**src/hdl/rufs_pkg.sv**
```systemverilog
`default_nettype none
// ----------------------------------------------------------------------------
// rufs_pkg
// types and constants shared by the radar serial frame synchroniser
// ----------------------------------------------------------------------------
package rufs_pkg;

    typedef logic [7:0] t_byte;

    // sliding search window and header sizes
    localparam int WIN_BYTES     = 10;
    localparam int WIN_REGS      = WIN_BYTES - 1;
    localparam int HDR_BYTES     = 8;
    localparam int ACK_HDR_BYTES = 4;
    localparam int FILL_W        = $clog2(WIN_BYTES + 1);
    localparam int LEN_W         = 9;
    localparam int LEN_BYTE_POS  = 4;
    localparam int ACK_CMD_POS   = 6;
    localparam int ACK_STAT_POS  = 7;

    localparam logic [FILL_W-1:0] LAST_FILL      = FILL_W'(WIN_BYTES - 1);
    localparam logic [LEN_W-1:0]  FRAME_OVERHEAD = LEN_W'(WIN_BYTES);
    localparam t_byte             ACK_OK         = 8'h01;

    localparam t_byte HDR_NORMAL [HDR_BYTES] =
        '{8'hF4, 8'hF3, 8'hF2, 8'hF1, 8'h0D, 8'h00, 8'h02, 8'hAA};
    localparam t_byte HDR_ENGI [HDR_BYTES] =
        '{8'hF4, 8'hF3, 8'hF2, 8'hF1, 8'h23, 8'h00, 8'h01, 8'hAA};
    localparam t_byte HDR_ACK [ACK_HDR_BYTES] =
        '{8'hFD, 8'hFC, 8'hFB, 8'hFA};

    typedef enum logic [1:0] {
        KIND_NORMAL = 2'd0,
        KIND_ENGI   = 2'd1,
        KIND_ACK    = 2'd2
    } t_kind;

    typedef struct packed {
        logic  hit;
        t_kind kind;
    } t_match;

    typedef struct packed {
        t_kind            kind;
        logic [LEN_W-1:0] length;
        t_byte            ack_cmd;
        logic             ack_ok;
    } t_result;

endpackage
`default_nettype wire

```
**src/hdl/radar_uart_frame_sync_core.sv**
```systemverilog
`default_nettype none
// ----------------------------------------------------------------------------
// radar_uart_frame_sync_core
// frame synchroniser for the serial byte stream of a presence radar
// ----------------------------------------------------------------------------
// Bytes from the radar link enter one item at a time on the input channel.
// The block locks onto normal data, engineering data and command-ack frames
// and, once a frame is complete, delivers one item giving its kind, total
// length, and for ack frames the acknowledged command and success flag.
// Each byte is held in the input register and processed on its way into the
// result register, which takes a frame report as the last byte of the frame
// leaves the input register. A new byte is accepted every cycle unless a
// finished result waits on a stalled output; the window compare and counter
// update are combinational. Bytes that form no header, and bytes inside a
// frame, produce no item. A finished result waiting on a stalled output
// holds back the byte in the input register, and the input stalls until the
// result is taken; an empty input register still takes one byte meanwhile.
// ----------------------------------------------------------------------------
module radar_uart_frame_sync_core (
    input  wire                             i_clk,
    input  wire                             i_rst_n,
    // input channel
    input  wire                             i_valid,
    output logic                            o_stall,
    input  wire  [7:0]                      i_rx_byte,
    // result channel
    output logic                            o_valid,
    input  wire                             i_stall,
    output logic [1:0]                      o_frame_kind,
    output logic [rufs_pkg::LEN_W-1:0]      o_frame_length,
    output logic [7:0]                      o_ack_command,
    output logic                            o_ack_success
);

    // input register
    logic             r_in_vld;
    rufs_pkg::t_byte  r_in_byte;

    // result register
    logic              r_out_vld;
    rufs_pkg::t_result r_out;

    logic              advance;
    logic              step;
    logic              emit;
    rufs_pkg::t_result result;

    // the held byte moves on when the result register is free or being taken
    assign advance = !r_out_vld || !i_stall;
    assign step    = r_in_vld && advance;
    assign o_stall = r_in_vld && !advance;

    always_ff @(posedge i_clk) begin
        if (!i_rst_n) begin
            r_in_vld <= 1'b0;
        end else if (!o_stall) begin
            r_in_vld <= i_valid;
        end
    end

    always_ff @(posedge i_clk) begin
        if (!o_stall) begin
            r_in_byte <= i_rx_byte;
        end
    end

    // window, header lock and frame counting
    rufs_track u_track (
        .i_clk    (i_clk),
        .i_rst_n  (i_rst_n),
        .i_step   (step),
        .i_byte   (r_in_byte),
        .o_emit   (emit),
        .o_result (result)
    );

    always_ff @(posedge i_clk) begin
        if (!i_rst_n) begin
            r_out_vld <= 1'b0;
        end else if (advance) begin
            r_out_vld <= step && emit;
        end
    end

    always_ff @(posedge i_clk) begin
        if (advance && step && emit) begin
            r_out <= result;
        end
    end

    assign o_valid        = r_out_vld;
    assign o_frame_kind   = r_out.kind;
    assign o_frame_length = r_out.length;
    assign o_ack_command  = r_out.ack_cmd;
    assign o_ack_success  = r_out.ack_ok;

endmodule
`default_nettype wire

```
**src/hdl/rufs_hdr_match.sv**
```systemverilog
`default_nettype none
// ----------------------------------------------------------------------------
// rufs_hdr_match
// compares the head of the search window with the three frame headers
// ----------------------------------------------------------------------------
module rufs_hdr_match (
    input  wire rufs_pkg::t_byte i_hdr [rufs_pkg::HDR_BYTES],
    output rufs_pkg::t_match     o_match
);

    logic hit_normal;
    logic hit_engi;
    logic hit_ack;

    always_comb begin
        hit_normal = 1'b1;
        hit_engi   = 1'b1;
        hit_ack    = 1'b1;
        for (int i = 0; i < rufs_pkg::HDR_BYTES; i++) begin
            if (i_hdr[i] != rufs_pkg::HDR_NORMAL[i]) hit_normal = 1'b0;
            if (i_hdr[i] != rufs_pkg::HDR_ENGI[i])   hit_engi   = 1'b0;
        end
        for (int i = 0; i < rufs_pkg::ACK_HDR_BYTES; i++) begin
            if (i_hdr[i] != rufs_pkg::HDR_ACK[i]) hit_ack = 1'b0;
        end

        // normal first, then engineering, then ack
        o_match.hit  = hit_normal | hit_engi | hit_ack;
        if (hit_normal) begin
            o_match.kind = rufs_pkg::KIND_NORMAL;
        end else if (hit_engi) begin
            o_match.kind = rufs_pkg::KIND_ENGI;
        end else begin
            o_match.kind = rufs_pkg::KIND_ACK;
        end
    end

endmodule
`default_nettype wire

```
**src/hdl/rufs_track.sv**
```systemverilog
`default_nettype none
// ----------------------------------------------------------------------------
// rufs_track
// search window, header lock and frame byte counting, one byte per cycle while i_step is high
// ----------------------------------------------------------------------------
module rufs_track (
    input  wire                  i_clk,
    input  wire                  i_rst_n,
    input  wire                  i_step,
    input  wire rufs_pkg::t_byte i_byte,
    output logic                 o_emit,
    output rufs_pkg::t_result    o_result
);

    localparam int LW = rufs_pkg::LEN_W;

    rufs_pkg::t_byte              r_win [rufs_pkg::WIN_REGS];
    rufs_pkg::t_byte              n_win [rufs_pkg::WIN_REGS];
    logic [rufs_pkg::FILL_W-1:0]  r_fill, n_fill;
    logic                         r_in_frame, n_in_frame;
    logic [LW-1:0]                r_count, n_count;
    logic [LW-1:0]                r_expected, n_expected;
    rufs_pkg::t_kind              r_kind, n_kind;
    rufs_pkg::t_byte              r_ack_cmd, n_ack_cmd;
    logic                         r_ack_ok, n_ack_ok;

    rufs_pkg::t_byte  hdr [rufs_pkg::HDR_BYTES];
    rufs_pkg::t_match match;
    logic [LW-1:0]    count_inc;
    logic [LW-1:0]    exp_len;
    logic             new_ok;

    always_comb begin
        for (int i = 0; i < rufs_pkg::HDR_BYTES; i++) begin
            hdr[i] = r_win[i];
        end
    end

    rufs_hdr_match u_match (
        .i_hdr   (hdr),
        .o_match (match)
    );

    assign count_inc = (r_count != '1) ? r_count + LW'(1) : r_count;
    assign exp_len   = rufs_pkg::FRAME_OVERHEAD + LW'(r_win[rufs_pkg::LEN_BYTE_POS]);
    assign new_ok    = (r_win[rufs_pkg::ACK_STAT_POS] == rufs_pkg::ACK_OK);

    always_comb begin
        n_win      = r_win;
        n_fill     = r_fill;
        n_in_frame = r_in_frame;
        n_count    = r_count;
        n_expected = r_expected;
        n_kind     = r_kind;
        n_ack_cmd  = r_ack_cmd;
        n_ack_ok   = r_ack_ok;
        o_emit     = 1'b0;
        o_result.kind    = r_kind;
        o_result.length  = count_inc;
        o_result.ack_cmd = (r_kind == rufs_pkg::KIND_ACK) ? r_ack_cmd : '0;
        o_result.ack_ok  = (r_kind == rufs_pkg::KIND_ACK) ? r_ack_ok : 1'b0;

        if (i_step) begin
            if (r_in_frame) begin
                n_count = count_inc;
                if (count_inc >= r_expected) begin
                    o_emit     = 1'b1;
                    n_in_frame = 1'b0;
                    n_fill     = '0;
                    n_count    = '0;
                end
            end else if (r_fill != rufs_pkg::LAST_FILL) begin
                // still filling the window
                for (int i = 0; i < rufs_pkg::WIN_REGS; i++) begin
                    if (r_fill == rufs_pkg::FILL_W'(i)) n_win[i] = i_byte;
                end
                n_fill = r_fill + rufs_pkg::FILL_W'(1);
            end else if (match.hit) begin
                n_kind     = match.kind;
                n_expected = exp_len;
                n_ack_cmd  = r_win[rufs_pkg::ACK_CMD_POS];
                n_ack_ok   = new_ok;
                n_fill     = '0;
                if (exp_len <= rufs_pkg::FRAME_OVERHEAD) begin
                    // zero length byte: frame ends on the byte that filled the window
                    o_emit           = 1'b1;
                    o_result.kind    = match.kind;
                    o_result.length  = rufs_pkg::FRAME_OVERHEAD;
                    o_result.ack_cmd = (match.kind == rufs_pkg::KIND_ACK) ?
                                       r_win[rufs_pkg::ACK_CMD_POS] : '0;
                    o_result.ack_ok  = (match.kind == rufs_pkg::KIND_ACK) ? new_ok : 1'b0;
                    n_count          = '0;
                end else begin
                    n_in_frame = 1'b1;
                    n_count    = rufs_pkg::FRAME_OVERHEAD;
                end
            end else begin
                // drop the oldest byte
                for (int i = 0; i < rufs_pkg::WIN_REGS - 1; i++) begin
                    n_win[i] = r_win[i + 1];
                end
                n_win[rufs_pkg::WIN_REGS - 1] = i_byte;
            end
        end
    end

    always_ff @(posedge i_clk) begin
        if (!i_rst_n) begin
            r_fill     <= '0;
            r_in_frame <= 1'b0;
            r_count    <= '0;
        end else begin
            r_fill     <= n_fill;
            r_in_frame <= n_in_frame;
            r_count    <= n_count;
        end
    end

    always_ff @(posedge i_clk) begin
        r_win      <= n_win;
        r_expected <= n_expected;
        r_kind     <= n_kind;
        r_ack_cmd  <= n_ack_cmd;
        r_ack_ok   <= n_ack_ok;
    end

endmodule
`default_nettype wire

```
**config.mk**
```make
export PLATFORM = sky130hd
export DESIGN_NAME = radar_uart_frame_sync_core
export DESIGN_NICKNAME = d
export VERILOG_FILES = /design/src/hdl/rufs_pkg.sv /design/src/hdl/radar_uart_frame_sync_core.sv /design/src/hdl/rufs_hdr_match.sv /design/src/hdl/rufs_track.sv
export SDC_FILE = /design/constraint.sdc
export NUM_CORES = 1
export LEC_CHECK = 0
export BUFFER_PORTS_ARGS = -buffer_cell sky130_fd_sc_hd__buf_2
export CORE_UTILIZATION = 47
export CTS_BUF_LIST = sky130_fd_sc_hd__clkbuf_2 sky130_fd_sc_hd__clkbuf_4 sky130_fd_sc_hd__clkbuf_8
export DETAILED_ROUTE_END_ITERATION = 8
export GPL_TIMING_DRIVEN = 0
export PLACE_DENSITY = 0.69
export SYNTH_ARGS = -nofsm -noshare
export SYNTH_HDL_FRONTEND = slang
export SYNTH_SLANG_ARGS = --single-unit
```
**constraint.sdc**
```tcl
create_clock -name i_clk -period 11 [get_ports i_clk]
set_input_delay 1.1 -clock i_clk [delete_from_list [all_inputs] [get_ports i_clk]]
set_output_delay 1.1 -clock i_clk [all_outputs]
set_load 0.005 [all_outputs]
```
**After elaboration in Yosys (flattened, before gate mapping)**

Cells that the tools add are included.

- $lt $le $gt $ge: 2
- $add $sub $neg: 3
- Mux-type cells: 59
- Eq/ne operators: 38
- Bitwise logic cells: 4
- Reductions and logical operators: 25

Operators with widths:

| kind | count |
|---|---|
| $mux 72 | 2 |
| $mux 20 | 5 |
| $mux 8 | 11 |
| $ne 8x8->1 const B | 9 |
| $mux 9 | 5 |
| $reduce_and 4->1 | 10 |
| $mux 1 | 29 |
| $ne 2x2->1 const B | 11 |
| $mux 4 | 5 |
| $eq 4x3->1 const B | 4 |
| $add 4x8->9 const A | 1 |
| $add 9x1->9 const B | 1 |
| $ge 9x9->1 | 1 |
| $le 9x4->1 const B | 1 |
| $ne 9x9->1 const B | 1 |
| $eq 4x2->1 const B | 2 |
| $eq 8x1->1 const B | 1 |
| $ne 8x1->1 const B | 1 |
| $ne 8x2->1 const B | 1 |
| $ne 8x4->1 const B | 1 |
| $ne 8x6->1 const B | 1 |
| $reduce_bool 8->1 | 1 |
| $reduce_and 3->1 | 2 |
| $logic_and 1x1->1 | 5 |
| 14 further kinds | 20 |

- Bits in registers: 136
- Logic and storage cells: 154
- Output and inout bits: 22
- Input bits: 12

**Depth between registers and ports, before layout**

- Depth after elaboration: 18
- Gate-level depth with buffers: 14
- Mapped depth without buffers: 13

**Hierarchy**

Synthesis repeated with hierarchy kept, for this count alone.

- Cells, all modules: 560
- Area, all modules: 6239.7 um^2

Modules (own cells, without submodules):

| module | area an instance (um^2) | cells an instance | times used |
|---|---|---|---|
| rufs_track | 5061.1 | 489 | 1 |
| radar_uart_frame_sync_core | 928.4 | 38 | 1 |
| rufs_hdr_match | 250.2 | 33 | 1 |

**Worst setup path before layout**

Ideal clock, no wire load.

- Kind: input to register
- Start point: input i_stall
- End point: register u_track.r_ack_cmd[0] (enable)
- Path buffers: 1
- Library setup time: 0.448 ns
- Data arrival time: 3.598 ns
- Stages on the path: 5
- Data required time: 10.552 ns
- Setup slack: 6.954 ns
- Path through: nand2_1 and2_1 nand2_1 clkbuf_1 nor4_1

- Cells in the longest elaborated chain, start to end: 4

Ends and longest elaborated chain:

| item | line | source |
|---|---|---|
| start: declaration | radar_uart_frame_sync_core.sv:28 | `input wire i_stall,` |
| $logic_not 1->1 | radar_uart_frame_sync_core.sv:49 | `assign advance = !r_out_vld \|\| !i_stall;` |
| $logic_or 1x1->1 | radar_uart_frame_sync_core.sv:49 |  |
| $logic_and 1x1->1 | radar_uart_frame_sync_core.sv:50 | `assign step = r_in_vld && advance;` |
| $reduce_and 4->1 (no source line) | -- |  |
| end signal: assignment | rufs_track.sv:123 | `r_ack_cmd <= n_ack_cmd;` |
| end: declaration | rufs_track.sv:24 | `rufs_pkg::t_byte r_ack_cmd, n_ack_cmd;` |

Every way passes these cells.
A chain may end at the register's enable or synchronous reset.

**Worst setup path after layout**

- Start point: register u_track.r_count[0]
- End point: register r_out (netlist bit o_ack_command[4]) (enable)

- Cells in the longest elaborated chain, start to end: 7
- Elaborated cells between the ends (all ways): 8
- Those cells by class: add/sub (1); order compare (1); eq/ne (1); mux (4); reduce/logical (1)

Ends and longest elaborated chain:

| item | line | source |
|---|---|---|
| start: declaration | rufs_track.sv:21 | `logic [LW-1:0] r_count, n_count;` |
| start signal: assignment | rufs_track.sv:115 | `r_count <= n_count;` |
| $add 9x1->9 or $ne 9x9->1 (tied branches) | rufs_track.sv:44 | `assign count_inc = (r_count != '1) ? r_count + LW'(1) : r_count;` |
| $mux 9 (*) | rufs_track.sv:44 |  |
| $ge 9x9->1 (*) | rufs_track.sv:66 | `if (count_inc >= r_expected) begin` |
| $mux 1 (*) | rufs_track.sv:66 |  |
| $mux 1 (*) | rufs_track.sv:64 | `if (r_in_frame) begin` |
| $mux 1 (*) | rufs_track.sv:63 | `if (i_step) begin` |
| $logic_and 1x1->1 (*) | radar_uart_frame_sync_core.sv:86 | `if (advance && step && emit) begin` |
| end signal: assignment | radar_uart_frame_sync_core.sv:87 | `r_out <= result;` |
| end: declaration | radar_uart_frame_sync_core.sv:41 | `rufs_pkg::t_result r_out;` |

Every way passes the cells marked *; elsewhere a longest branch is shown, timed or not.

==> results.tsv <==
stage	metric	value	unit
outcome	status	complete, no violations	
finish	Antenna diodes	0	
synth	Synth Net Count	569	
floorplanning	# rows	41	
global_route	pin count of the biggest net entering global routing	21	
finish	Seq. cell area	3920	µm²
synth	Synth async-reset ratio	0	%
timing	setup TNS	0	ns
timing	Final Max Slew Viols	0	
clock_network	hold buffers post-CTS	0	
routing	DRT Pass-1 Iters	5	
synth	Unique masters post-synth	57	
clock_network	total clock buffers created by CTS	17	
clock_network	postcts setup bufs	0	
critical_path	WP data arrival	4.65	ns
critical_path	R2R cell count	10	
finish	share of post-route cells with drive strength above 1	13.7	%
critical_path	required time of the critical path	11.08	ns
timing	final hold slack	0.456	ns
synth	mapped cell area	6120	µm²
clock_network	Reg clk slew, reported paths	0.08	ns
critical_path	crit-path max FO	20	
placement	Port-buffer cells	33	
global_route	antenna violations before repair	0	
pwr	Pleak	2.51	nW
synth	Adder-Cell Fraction of Synth Area	2.25	%
synth	#FFs+latches synth	136	
routing	number of vias per cell	5.44	
routing	metal1 wirelength	5.53	mm
clock_network	CTS Root Cell	clkbuf_8	
finish	synth-to-layout area growth	12.5	%
clock_network	CTS tree	yes	
timing	Max Clock Skew	0.0104	ns
routing	top sig layer	met4	
clock_network	Skew-Pair Late Insertion Delay	0.45	ns
global_route	vias in the first global route	3992	
synth	Synthesis Warnings	0	
finish	Final #Nets	623	
synth	main combinational cell family by area after synthesis	simple AND/OR/NAND/NOR gates	
pwr	IR drop worst, VDD	112	µV
synth	ys flop type	edfxtp_1	
synth	Post-Synthesis Cells	546	
global_route	first-pass GRT wire length	19.7	mm
critical_path	Startpoint Class	flop	
floorplanning	IO Pins	34	
floorplanning	Die Y	116	µm
clock_network	post-cts repair resize count	0	
synth	Post-synth EDFFs	120	
synth	post-synthesis mux area share	0.511	%
synth	register area share after synthesis	64.1	%
synth	post-synthesis compound-gate area fraction	8.01	%
synth	top-count cell post-synth	nand2_1	
timing	Fmax achieved	218	MHz
placement	placed insts	753	
timing	Final Hold Fails	0	
routing	routed wl met3	625	µm
floorplanning	die area	13500	µm²
synth	top cells by area, synth	edfxtp_1 59%, nand2_1 9.7%, dfxtp_1 5.2%	
floorplanning	core area	12700	µm²
synth	simple-gate share of the synthesized area	21.3	%
routing	DR WL/cell	15.8	µm
critical_path	Critical Path End Type	flop	
flow_run	max cap viols	0	
worst_hold_path	class of the worst hold path	reg2reg	
timing	RSZ-0062 raised after global routing	no	
finish	Multi-input gate area	2040	µm²
placement	RD Place Congestion	0.908	
routing	DRT antenna net count	0	
finish	Non-Filler Instances	784	
synth	commonest cells in the netlist	158 x nand2_1, 120 x edfxtp_1, 29 x a21oi_1, 23 x nand3_1	
timing	# setup viols final	0	
pwr	Pwr Density	141	nW/µm²
clock_network	CTS max path bufs	2	
floorplanning	Initial Utilization	48.3	%
routing	DRC viols	0	
routing	met2 wire length	5.97	mm
routing	final wirelength	12.4	mm
finish	Fill cells	1082	
routing	DRT iter0 DRCs	288	
timing	final period utilization	41.6	%
pwr	Design Power	969	µW
worst_hold_path	worst hold path stage count	0	
timing	Worst Tran Pin Value	1.07	ns
clock_network	# clock sinks	136	
synth	syn avg cell area	11.2	µm²
global_route	Congestion Overflow GR	0	
routing	via count	4263	
global_route	total track usage	20.0	%
floorplanning	Die W	116	µm
timing	relative slew slack	28.3	%
synth	Synth area leader	edfxtp_1	
clock_network	H-tree depth	4	
synth	Yosys top cell area share	58.8	%
timing	post-route minimum period	4.58	ns
critical_path	WS Path Type	reg2reg	
placement	post-DP HPWL	9.09	mm
synth	Post-Synth XOR/XNOR Area	1.14	%
[routing by layer]
| layer | track usage [%] | up-vias |
|---|---|---|
| met5 | 0 | - |
| met4 | 8.46 | 0 |
| met3 | 4.41 | 24 |
| met2 | 32.9 | 132 |
| met1 | 25.7 | 2030 |
| li1 | - | 2077 |
[path summary, 6_finish.rpt]
| check | from | to | slack, ns |
|---|---|---|---|
| worst max-delay path | u_track.r_count[0] | o_ack_command[4] | 6.42 |
| worst min-delay path | r_in_byte[6] | u_track.r_win[6] | 0.46 |
| worst max register to register | u_track.r_count[0] | o_ack_command[4] | 6.42 |
| worst min register to register | r_in_byte[6] | u_track.r_win[6] | 0.46 |
[through the flow]
stage	worst slack [ns]	instance area, µm²	utilization (%)
final	6.42	6890	54.4
after global routing	6.04	6890	54.4
after CTS	6.42	6890	54.4
after detailed placement	6.46	6530	51.5
after global placement	5.89	6500	51.3
after floorplan	6.95	6120	-
[where the power goes]
| group | internal [mW] | leakage [nW] | switching [mW] |
|---|---|---|---|
| sequential | 0.563 | 1.24 | 0.00214 |
| clock | 0.178 | 0.176 | 0.198 |
| combinational | 0.00774 | 1.10 | 0.0195 |
[logic make-up after synthesis]
group | count (synthesis)
buffers and inverters | 41
flip-flops | 136
multiplexers | 3
adder cells (fa/ha/maj) | 11
AO/OA/AOI/OAI | 73
XOR/XNOR | 8
AND/OR/NAND/NOR | 274
[registers in the layout, indices dropped and copies added, names as in the netlist]
signal,count
u_track.hdr,64
o_frame_length,9
u_track.r_count,9
u_track.r_expected,9
o_ack_command,8
r_in_byte,8
u_track.r_ack_cmd,8
u_track.r_win,8
u_track.r_fill,4
o_frame_kind,2
u_track.r_kind,2
o_ack_success,1
o_valid,1
r_in_vld,1
u_track.r_ack_ok,1
u_track.r_in_frame,1
[layout make-up]
type,count,share of cell area [%]
Clock inverter,14,1.85
Tap cell,172,3.12
Inverter,20,1.09
Timing Repair Buffer,35,2.62
Sequential cell,136,57.0
Clock buffer,17,3.40
Buffer,21,1.34
Multi-Input combinational cell,369,29.6
[placed cells by master, fill, tap and decap left out, types with 13 or more instances in the layout]
| cell | n |
|---|---|
| edfxtp_1 | 120 |
| clkbuf_1 | 13 |
| nor2_1 | 20 |
| inv_1 | 20 |
| a21oi_1 | 29 |
| buf_2 | 38 |
| dfxtp_1 | 16 |
| clkbuf_8 | 17 |
| nand3_1 | 23 |
| nand2_1 | 158 |
[critical path, cell delays in order, from the launching register on]
cell and delay, ns:
dfxtp_1 0.45, ha_1 0.25, nand3_1 0.12, nor4_2 0.68, mux2_2 0.46, ha_1 0.28, a2111oi_0 0.10, o311ai_0 0.53
nand3_1 0.33, or3_1 0.42, inv_1 0.57
Note: power is estimated with default switching activity, not from simulation.
